`config.mk`:
```
export PLATFORM = sky130hd
export DESIGN_NAME = remote_packet_framer_crc16
export DESIGN_NICKNAME = d
export VERILOG_FILES = /design/src/design/rpf_pkg.sv /design/src/design/rpf_req_queue.sv /design/src/design/rpf_framer.sv /design/src/design/remote_packet_framer_crc16.sv
export SDC_FILE = /design/constraint.sdc
export NUM_CORES = 1
export LEC_CHECK = 0
export BUFFER_PORTS_ARGS = -buffer_cell sky130_fd_sc_hd__buf_2
export CAP_MARGIN = 10
export CORE_ASPECT_RATIO = 0.9
export CORE_MARGIN = 3
export CORE_UTILIZATION = 40
export DETAILED_ROUTE_END_ITERATION = 16
export PLACE_DENSITY_LB_ADDON = 0.15
export SLEW_MARGIN = 20
export SYNTH_ARGS = -nofsm -noshare
export SYNTH_HDL_FRONTEND = slang
export SYNTH_SLANG_ARGS = --single-unit
```
`constraint.sdc`:
```
create_clock -name clk -period 6.6 [get_ports clk]
set_clock_uncertainty 0.2 [all_clocks]
set_input_delay 0.66 -clock clk [delete_from_list [all_inputs] [get_ports clk]]
set_output_delay 0.66 -clock clk [all_outputs]
set_load 0.02 [all_outputs]
```
`src/design/rpf_pkg.sv`:
```
// ----------------------------------------------------------------------------
// rpf_pkg
// Shared types, constants and CRC helper for the packet framer with CRC-16.
// ----------------------------------------------------------------------------
`default_nettype none

package rpf_pkg;

  localparam int RPF_QUEUE_DEPTH = 2;

  localparam int IDX_W = 5;

  // byte positions within the frame
  localparam logic [IDX_W-1:0] POS_LEAD_FIRST = 5'd0;
  localparam logic [IDX_W-1:0] POS_LEAD_LAST  = 5'd7;
  localparam logic [IDX_W-1:0] POS_ID_HI      = 5'd8;
  localparam logic [IDX_W-1:0] POS_ID_MID     = 5'd9;
  localparam logic [IDX_W-1:0] POS_ID_LO      = 5'd10;
  localparam logic [IDX_W-1:0] POS_SEP        = 5'd11;
  localparam logic [IDX_W-1:0] POS_SEQ        = 5'd12;
  localparam logic [IDX_W-1:0] POS_CMD_HI     = 5'd13;
  localparam logic [IDX_W-1:0] POS_CMD_LO     = 5'd14;
  localparam logic [IDX_W-1:0] POS_CRC_HI     = 5'd15;
  localparam logic [IDX_W-1:0] POS_CRC_LO     = 5'd16;

  localparam logic [7:0]  SEP_BYTE = 8'hFF;
  localparam logic [15:0] CRC_INIT = 16'hFFFE;
  localparam logic [15:0] CRC_POLY = 16'h1021;

  typedef struct packed {
    logic [23:0] remote_id;
    logic [15:0] command_code;
    logic [7:0]  sequence_count;
  } rpf_req_t;

  function automatic logic [7:0] lead_byte(input logic [2:0] pos);
    logic [7:0] b;
    case (pos)
      3'd0:    b = 8'h53;
      3'd1:    b = 8'h39;
      3'd2:    b = 8'h14;
      3'd3:    b = 8'hDD;
      3'd4:    b = 8'h1C;
      3'd5:    b = 8'h49;
      3'd6:    b = 8'h34;
      3'd7:    b = 8'h12;
      default: b = 8'h00;
    endcase
    return b;
  endfunction

  // msb-first crc over one byte
  function automatic logic [15:0] crc16_byte(input logic [15:0] crc_in, input logic [7:0] b);
    logic [15:0] c;
    c = crc_in ^ {b, 8'h00};
    for (int k = 0; k < 8; k++) begin
      if (c[15]) begin
        c = {c[14:0], 1'b0} ^ CRC_POLY;
      end else begin
        c = {c[14:0], 1'b0};
      end
    end
    return c;
  endfunction

endpackage

`default_nettype wire

```
`src/design/rpf_req_queue.sv`:
```
// ----------------------------------------------------------------------------
// rpf_req_queue
// Front side: accepts requests and holds them in a short queue for the framer.
// ----------------------------------------------------------------------------
`default_nettype none

module rpf_req_queue
  import rpf_pkg::*;
#(
  parameter int DEPTH = RPF_QUEUE_DEPTH
) (
  input  wire logic     clk,
  input  wire logic     rst,
  input  wire logic     in_valid,
  output logic          in_ready,
  input  wire rpf_req_t in_req,
  output logic          q_valid,
  input  wire logic     q_ready,
  output rpf_req_t      q_req
);

  localparam int PTR_W = (DEPTH > 1) ? $clog2(DEPTH) : 1;
  localparam int CNT_W = $clog2(DEPTH + 1);
  localparam logic [PTR_W-1:0] PTR_LAST = PTR_W'(DEPTH - 1);
  localparam logic [CNT_W-1:0] CNT_FULL = CNT_W'(DEPTH);

  rpf_req_t         mem [DEPTH];
  logic [PTR_W-1:0] wr_ptr;
  logic [PTR_W-1:0] rd_ptr;
  logic [CNT_W-1:0] count;
  logic             push;
  logic             pop;

  assign in_ready = (count != CNT_FULL);
  assign q_valid  = (count != '0);
  assign q_req    = mem[rd_ptr];
  assign push     = in_valid && in_ready;
  assign pop      = q_valid && q_ready;

  always_ff @(posedge clk) begin
    if (push) begin
      mem[wr_ptr] <= in_req;
    end
  end

  always_ff @(posedge clk) begin
    if (rst) begin
      wr_ptr <= '0;
      rd_ptr <= '0;
      count  <= '0;
    end else begin
      if (push) begin
        wr_ptr <= (wr_ptr == PTR_LAST) ? '0 : wr_ptr + 1'b1;
      end
      if (pop) begin
        rd_ptr <= (rd_ptr == PTR_LAST) ? '0 : rd_ptr + 1'b1;
      end
      if (push && !pop) begin
        count <= count + 1'b1;
      end else if (pop && !push) begin
        count <= count - 1'b1;
      end
    end
  end

endmodule

`default_nettype wire

```
`src/design/rpf_framer.sv`:
```
// ----------------------------------------------------------------------------
// rpf_framer
// Back side: serializes one request into a 17-byte frame with running CRC.
// ----------------------------------------------------------------------------
`default_nettype none

module rpf_framer
  import rpf_pkg::*;
(
  input  wire logic     clk,
  input  wire logic     rst,
  input  wire logic     q_valid,
  output logic          q_ready,
  input  wire rpf_req_t q_req,
  output logic          out_valid,
  input  wire logic     out_ready,
  output logic [7:0]    packet_byte,
  output logic          final_byte
);

  logic             act;
  logic [IDX_W-1:0] idx;
  rpf_req_t         req;
  logic [15:0]      crc;
  logic             load;
  logic             take;
  logic [7:0]       cur_byte;
  logic [7:0]       first_byte;
  logic [15:0]      first_crc;

  assign load       = !out_valid || out_ready;
  assign take       = load && !act && q_valid;
  assign q_ready    = take;
  assign first_byte = lead_byte(3'd0);
  assign first_crc  = crc16_byte(CRC_INIT, first_byte);

  always_comb begin
    case (idx)
      POS_ID_HI:  cur_byte = req.remote_id[23:16];
      POS_ID_MID: cur_byte = req.remote_id[15:8];
      POS_ID_LO:  cur_byte = req.remote_id[7:0];
      POS_SEP:    cur_byte = SEP_BYTE;
      POS_SEQ:    cur_byte = req.sequence_count;
      POS_CMD_HI: cur_byte = req.command_code[15:8];
      POS_CMD_LO: cur_byte = req.command_code[7:0];
      POS_CRC_HI: cur_byte = crc[15:8];
      POS_CRC_LO: cur_byte = crc[7:0];
      default: begin
        if (idx <= POS_LEAD_LAST) begin
          cur_byte = lead_byte(idx[2:0]);
        end else begin
          cur_byte = lead_byte(POS_LEAD_FIRST[2:0]);
        end
      end
    endcase
  end

  always_ff @(posedge clk) begin
    if (rst) begin
      act       <= 1'b0;
      idx       <= '0;
      out_valid <= 1'b0;
    end else if (load) begin
      if (act) begin
        out_valid <= 1'b1;
        idx       <= idx + 1'b1;
        if (idx == POS_CRC_LO) begin
          act <= 1'b0;
        end
      end else if (q_valid) begin
        out_valid <= 1'b1;
        act       <= 1'b1;
        idx       <= POS_LEAD_FIRST + 1'b1;
      end else begin
        out_valid <= 1'b0;
      end
    end
  end

  always_ff @(posedge clk) begin
    if (load) begin
      if (act) begin
        packet_byte <= cur_byte;
        final_byte  <= (idx == POS_CRC_LO);
        if (idx < POS_CRC_HI) begin
          crc <= crc16_byte(crc, cur_byte);
        end
      end else if (q_valid) begin
        req         <= q_req;
        packet_byte <= first_byte;
        final_byte  <= 1'b0;
        crc         <= first_crc;
      end
    end
  end

endmodule

`default_nettype wire

```
`src/design/remote_packet_framer_crc16.sv`:
```
// ----------------------------------------------------------------------------
// remote_packet_framer_crc16
// Turns a command request into a 17-byte radio packet with a CRC-16 trailer.
// ----------------------------------------------------------------------------
// Input channel in_valid/in_ready carries one request: remote_id,
// command_code and sequence_count. Output channel out_valid/out_ready
// carries the packet one byte per item on packet_byte, in transmission
// order; final_byte marks the last byte (the CRC low byte).
// Requests go into a queue of QUEUE_DEPTH entries; the framer pops one,
// emits 17 bytes and folds each byte ahead of the CRC trailer into the CRC.
// A request accepted at the input is written into the queue; when the
// framer is free it pops the request and registers its first byte on
// packet_byte. No new request is popped until the final byte is taken;
// a queued frame starts in the cycle after the final byte is taken.
// Reset empties the queue and drops any frame in flight. When the receiver
// holds out_ready low the byte holds, the framer stalls, and the queue
// keeps accepting until full, then drops in_ready.
// ----------------------------------------------------------------------------
`default_nettype none

module remote_packet_framer_crc16
  import rpf_pkg::*;
#(
  parameter int QUEUE_DEPTH = RPF_QUEUE_DEPTH
) (
  input  wire logic        clk,
  input  wire logic        rst,
  input  wire logic        in_valid,
  output logic             in_ready,
  input  wire logic [23:0] remote_id,
  input  wire logic [15:0] command_code,
  input  wire logic [7:0]  sequence_count,
  output logic             out_valid,
  input  wire logic        out_ready,
  output logic [7:0]       packet_byte,
  output logic             final_byte
);

  rpf_req_t in_req;
  rpf_req_t q_req;
  logic     q_valid;
  logic     q_ready;

  assign in_req = '{remote_id: remote_id, command_code: command_code,
                    sequence_count: sequence_count};

  rpf_req_queue #(
    .DEPTH(QUEUE_DEPTH)
  ) u_queue (
    .clk     (clk),
    .rst     (rst),
    .in_valid(in_valid),
    .in_ready(in_ready),
    .in_req  (in_req),
    .q_valid (q_valid),
    .q_ready (q_ready),
    .q_req   (q_req)
  );

  rpf_framer u_framer (
    .clk        (clk),
    .rst        (rst),
    .q_valid    (q_valid),
    .q_ready    (q_ready),
    .q_req      (q_req),
    .out_valid  (out_valid),
    .out_ready  (out_ready),
    .packet_byte(packet_byte),
    .final_byte (final_byte)
  );

endmodule

`default_nettype wire

```
# Word-level counts from Yosys, hierarchy flattened
# Memory sizes are Yosys's and may differ from the RTL's. A register that Yosys moved wholly into a read port is not among the register bits.
# Index checks and enable logic that the tools add are counted.
# totals
memories	2
regBits	36
mem_bits_rw	96
romBits	64
elab_cells	108
# op_classes
n_addsub	5
bitwise_logic	10
magnitude_cmp	2
n_mux	52
reduce_logical	17
eq_ne	11
# mem_list
memory	words	width	rd	rd_ports_with_merged_regs	wr	line_no	source
u_queue.mem	2	48	1	1	1	rpf_req_queue.sv:27	rpf_req_t mem [DEPTH];
(no name shown)	8	8	1	1	0	rpf_pkg.sv:38	case (pos)
# ops
op	count
16-bit two-way mux	24
13-bit two-way mux	8
8-bit case mux with 9 select lines	1
5-bit by 4-bit == test with 1-bit output (second input constant)	8
8-bit two-way mux	3
3-bit inverter	8
16-bit bitwise XOR	1
1-bit two-way mux	10
5-bit two-way mux	2
1-bit logical AND	6
3-bit two-way mux	2
3-bit AND reduction	2
2-bit nonzero test	3
5-bit by 1-bit adder with 5-bit output (second input constant)	1
5-bit == test (second input constant)	1
5-bit by 3-bit less-or-equal comparator with 1-bit output (second input constant)	1
5-bit by 4-bit < comparator with 1-bit output (second input constant)	1
1-bit logical NOT	4
2-bit two-way mux	2
2-bit != test (second input constant)	2
1-bit adder (second input constant)	2
2-bit by 1-bit adder with 2-bit output (second input constant)	1
2-bit AND reduction	1
2-bit by 1-bit subtractor with 2-bit output (second input constant)	1
other kinds (2)	2

# Logic depth before layout (Yosys ltp)
# logic_depth
word_depth	43
mapped_depth	12
mapped_depth_nobuf	10

# Modules after synthesis
# A second synthesis with hierarchy kept.
# hier_totals
cells_unflattened	502
area_unflattened_um2	7915.1
# by_module_without_submodules
mod	area_per_inst_um2	cells_each	instances	seq_area_each_um2
rpf_framer	4236.6	329	1	2492.4
rpf_req_queue	3678.5	173	1	2982.9

# Worst setup path before layout
# OpenSTA, ideal clock, no wires.
# synth_timing
path_kind	input -> register
startpoint	input out_ready
endpoint	register u_queue.count[1]
setup_ns	0.070
cell_stages	7
arrival_ns	5.349
n_path_buf	0
slack_ns	0.980
path_cell_list	nor2b_1 > nor3_1 > inv_1 > ha_1 > xor2_1 > or3_1 > a21oi_1
# synth_between
elab_chain_len	7
elab_cells_between_ends	9
classes_between	1 x mux; 8 x reduce/logical
# synth_rtl
element	line_no	source
start, declared	remote_packet_framer_crc16.sv:34	input wire logic out_ready,
1-bit logical OR *	rpf_framer.sv:31	assign load = !out_valid || out_ready;
1-bit logical AND * (2 in series)	rpf_framer.sv:32	assign take = load && !act && q_valid;
named net q_ready	remote_packet_framer_crc16.sv:42	logic q_ready;
1-bit logical AND *	rpf_req_queue.sv:38	assign pop = q_valid && q_ready;
1-bit logical NOT	rpf_req_queue.sv:58	if (push && !pop) begin
1-bit logical AND	rpf_req_queue.sv:58	
2-bit two-way mux / 2-bit nonzero test (equally long branches)	--	
end signal, assigned	rpf_req_queue.sv:59	count <= count + 1'b1;
end signal, assigned	rpf_req_queue.sv:61	count <= count - 1'b1;
end, declared	rpf_req_queue.sv:30	logic [CNT_W-1:0] count;
# Mark *: on every way through the listed nets, which the timed path passes. The rest lies on a longest branch.
# A chain may end at the register's enable or synchronous reset.

# Final worst setup path
# layout_timing
startpoint	register u_framer.idx[0]
endpoint	register u_framer.crc[14], data pin
# layout_between
elab_chain_len	31
elab_cells_between_ends	40
classes_between	1 x order compare; 9 x eq/ne; 28 x mux; 2 x bitwise
# layout_rtl
element	line_no	source
start, declared	rpf_framer.sv:22	logic [IDX_W-1:0] idx;
start signal, assigned	rpf_framer.sv:66	idx <= idx + 1'b1;
start signal, assigned	rpf_framer.sv:73	idx <= POS_LEAD_FIRST + 1'b1;
5-bit by 3-bit less-or-equal comparator with 1-bit output	rpf_framer.sv:49	if (idx <= POS_LEAD_LAST) begin
8-bit two-way mux	rpf_framer.sv:49	
8-bit case mux with 9 select lines *	rpf_framer.sv:38	case (idx)
16-bit bitwise XOR *	rpf_pkg.sv:55	c = crc_in ^ {b, 8'h00};
13-bit two-way mux	rpf_pkg.sv:57	if (c[15]) begin
16-bit two-way mux *	rpf_framer.sv:85	if (idx < POS_CRC_HI) begin
16-bit two-way mux *	rpf_framer.sv:82	if (act) begin
16-bit two-way mux *	rpf_framer.sv:81	if (load) begin
[... 15 more ...]	--	
16-bit two-way mux *	rpf_framer.sv:85	
16-bit two-way mux *	rpf_framer.sv:82	
16-bit two-way mux *	rpf_framer.sv:81	
16-bit two-way mux *	rpf_framer.sv:85	
16-bit two-way mux *	rpf_framer.sv:82	
16-bit two-way mux *	rpf_framer.sv:81	
16-bit two-way mux *	rpf_framer.sv:85	
16-bit two-way mux *	rpf_framer.sv:82	
end signal, assigned	rpf_framer.sv:86	crc <= crc16_byte(crc, cur_byte);
end signal, assigned	rpf_framer.sv:92	crc <= first_crc;
end, declared	rpf_framer.sv:24	logic [15:0] crc;
# Every way passes the cells marked *; elsewhere a longest branch is shown, timed or not. The select of a mux whose other input is x is not followed.

==> flow_metrics.env <==
export IMPL_status="finished, final reports clean"
export IMPL_netlist_instances=481
export IMPL_cts_tree="done"
export IMPL_min_from="remote_id[17]"
export IMPL_max_cap_violations=0
export IMPL_die_area_sq_um=21000
export IMPL_htree_levels=4
export IMPL_crit_family="adder cells"
export IMPL_ir_drop_mv=0.270
export IMPL_dr_wl_met3_microns=627
export IMPL_grt_max_degree=53
export IMPL_pwr_share_comb_pct=25.0
export IMPL_hpwl_mm=9.67
export IMPL_cp_arrival_ns=3.59
export IMPL_grt_overflow_total=0
export IMPL_grt_pass1_wl_mm=23.4
export IMPL_ys_types=53
export IMPL_seqPwrFrac_pct=48.8
export IMPL_slew_headroom_pct=33.6
export IMPL_cp_max_fo=12
export IMPL_cts_buffers=17
export IMPL_insertion_delay_ns=0.43
export IMPL_path_clk_slew_ns=0.07
export IMPL_hold_path_end="u_queue.mem[0][41]"
export IMPL_n_fill_cell=1609
export IMPL_drive_above_1_share_pct=30.6
export IMPL_post_drt_wl_per_cell_microns=18.2
export IMPL_cts_hold_fix_buffers=0
export IMPL_synth_top_area_cell="edfxtp_1"
export IMPL_area_growth_pct=14.7
export IMPL_gp_congestion=0.878
export IMPL_end_kind="flip-flop"
export IMPL_crit_type="flip-flop to flip-flop"
export IMPL_powerDensity_nw_per_um2=431
export IMPL_async_flop_share_pct=0
export IMPL_path_cells="ha_1, and3_1, ha_1, a211o_1, mux2_2, xor2_2, xnor2_1, mux2i_1"
export IMPL_max_clock_path_buffers=2
export IMPL_whs_path_depth=1
export IMPL_dieHeight_microns=138
export IMPL_r2r_start="u_framer.idx[0]"
export IMPL_rows=47
export IMPL_cts_setup_buffers=0
export IMPL_cts_sinks=188
export IMPL_design_portCount=63
export IMPL_syn_cell_area_sq_um=7710
export IMPL_rsz0062_at_grt="false"
export IMPL_leakagePower_nw=3.07
export IMPL_slew_violations=0
export IMPL_regArea_sq_um=5460
export IMPL_yosysMostFrequentCell="edfxtp_1"
export IMPL_cp_start_kind="flip-flop"
export IMPL_antenna_cells=0
export IMPL_cts_resized_gates=0
export IMPL_r2r_cells=8
export IMPL_drt_vias_per_instance=5.01
export IMPL_synth_nets=544
export IMPL_finalCritPeriodShare_pct=53.6
export IMPL_antenna_found_initial=0
export IMPL_timing_rr_end="u_framer.crc[14]"
export IMPL_dr_total_vias=4017
export IMPL_synth_commonest_cells="edfxtp_1 (169), mux2_2 (57), nand2_1 (27), nor2_1 (24), dfxtp_1 (19)"
export IMPL_path_buf_inv=0
export IMPL_synth_top_cell_area_share_pct=65.8
export IMPL_crit_top_cell="ha_1"
export IMPL_layout_nets=607
export IMPL_yosysSeqAreaShare_pct=70.8
export IMPL_grtUsageTotal_pct=14.6
export IMPL_required_ns=6.66
export IMPL_postRouteAntennaNets=0
export IMPL_post_route_util_pct=47.4
export IMPL_drcViolationCount=0
export IMPL_hold_viol=0
export IMPL_max_stage_delay_ns=0.48
export IMPL_multi_input_area_sq_um=2110
export IMPL_top_layer_used="met4"
export IMPL_rrSetupSlack_ns=3.07
export IMPL_initial_core_util_pct=41.4
export IMPL_grt_pass1_vias=4199
export IMPL_slowest_stage="ha_1"
export IMPL_wl_met1_mm=7.06
export IMPL_first_pass_iters=5
export IMPL_yosysWarnings=0
export IMPL_min_period_ns=3.53
export IMPL_synth_ff_type="edfxtp_1"
export IMPL_clock_root_buffer="clkbuf_16"
export IMPL_finalSetupTns_ns=0
export IMPL_drtIter0Drc=362
export IMPL_route_met2_wl_mm=6.78
export IMPL_p_int_w=0.00264
export IMPL_p_clk_share_pct=26.1
export IMPL_synth_seq_cells=188
export IMPL_dieWidth_microns=152
export IMPL_swShare_pct=30.7
export IMPL_setup_viol=0
export IMPL_core_area_sq_um=18600
export IMPL_synth_edf_count=169
export IMPL_numPortBuffers=62
export IMPL_wirelength_mm=14.6
export IMPL_timing_fmax_mhz=283
export IMPL_syn_area_per_cell_sq_um=16.0
export IMPL_hold_class="input pin to flip-flop"
export IMPL_p_sw_w=0.00117
export IMPL_worst_pin_slew_ns=0.995
export IMPL_synth_area_top_cells="edfxtp_1 (66%), mux2_2 (8.3%), dfxtp_1 (4.9%), ha_1 (1.8%), mux2i_1 (1.7%)"
layer usage:
| metal | vias to the layer above | GRT usage [%] |
|---|---|---|
| li1 | 1939 | - |
| met1 | 1982 | 20.8 |
| met2 | 88 | 22.1 |
| met3 | 8 | 4.18 |
| met4 | 0 | 4.39 |
| met5 | - | 0 |
logic make-up after synthesis:
group / after synthesis / synth area share, %
mux: 72 / 10.5
flops: 188 / 70.8
fa+ha+maj: 11 / 1.79
buf+inv: 37 / 2.16
simple gates: 93 / 6.09
xor+xnor: 22 / 3.07
compound gates: 58 / 5.65
final cells by class:
cell class / count / area share (%)
tap: 245 / 3.47
timing repair buffer: 66 / 3.85
sequential: 188 / 61.7
inverter: 15 / 0.637
clock inverter: 14 / 1.74
clock buffer: 17 / 4.81
multi-input combinational: 256 / 23.8
metrics by stage:
stage | power [W] | std cells | area, sq um | hold WS [ns] | worst slack (ns)
floorplan | 0.00258 | 481 | 7710 | 0.272 | 0.980
global placement | 0.00284 | 770 | 8270 | 0.285 | 3.12
detailed placement | 0.00286 | 770 | 8270 | 0.307 | 3.09
CTS | 0.00387 | 801 | 8840 | 0.189 | 3.08
global route | 0.00403 | 801 | 8840 | 0.187 | 2.81
finish | 0.00381 | 801 | 8840 | 0.207 | 3.07
sequential cells by signal (all words and copies together), names as in the netlist, named ones only:
name and count:
u_queue.count 2, u_framer.crc 16, u_queue.mem 96, u_framer.packet_byte 8, u_framer.idx 5, u_framer.act 1
u_framer.req 48, u_queue.wr_ptr 1, u_framer.out_valid 1, u_framer.final_byte 1, u_queue.rd_ptr 1
worst max-delay path by stage:
stage                     from                to  slack, ns  cells after the start
6_report       u_framer.idx[0]  u_framer.crc[14]       3.07                      8
5_1_grt           u_framer.act         flip-flop       2.81                      7
4_1_cts        u_framer.idx[2]  u_framer.crc[14]       3.08                      7
3_5_place_dp   u_framer.idx[0]  u_framer.crc[14]       3.09                      8
3_3_place_gp   u_framer.idx[2]  u_framer.crc[15]       3.12                      7
2_1_floorplan        out_ready  u_queue.count[1]       0.98                      7
placed cells by master, fill, tap and decap left out, types with 11 or more instances in the layout:
cell type and instances:
dfxtp_1 18, mux2i_1 13, ha_1 11, xnor2_1 11, buf_2 62, clkbuf_16 17
nor2_1 23, nand2_1 27, mux2_2 57, nand2b_1 15, inv_1 14, edfxtp_1 169
power by group through the flow:
| stage | Clock, W | Sequential, W | Combinational [W] |
|---|---|---|---|
| after global placement | 0 | 0.00188 | 0.000960 |
| after detailed placement | 0 | 0.00189 | 0.000969 |
| after CTS | 0.00102 | 0.00187 | 0.000981 |
| after floorplan | 0 | 0.00187 | 0.000707 |
| final | 0.000996 | 0.00186 | 0.000954 |
| after global routing | 0.00108 | 0.00189 | 0.00106 |
Power figures use the tool's default switching activity.
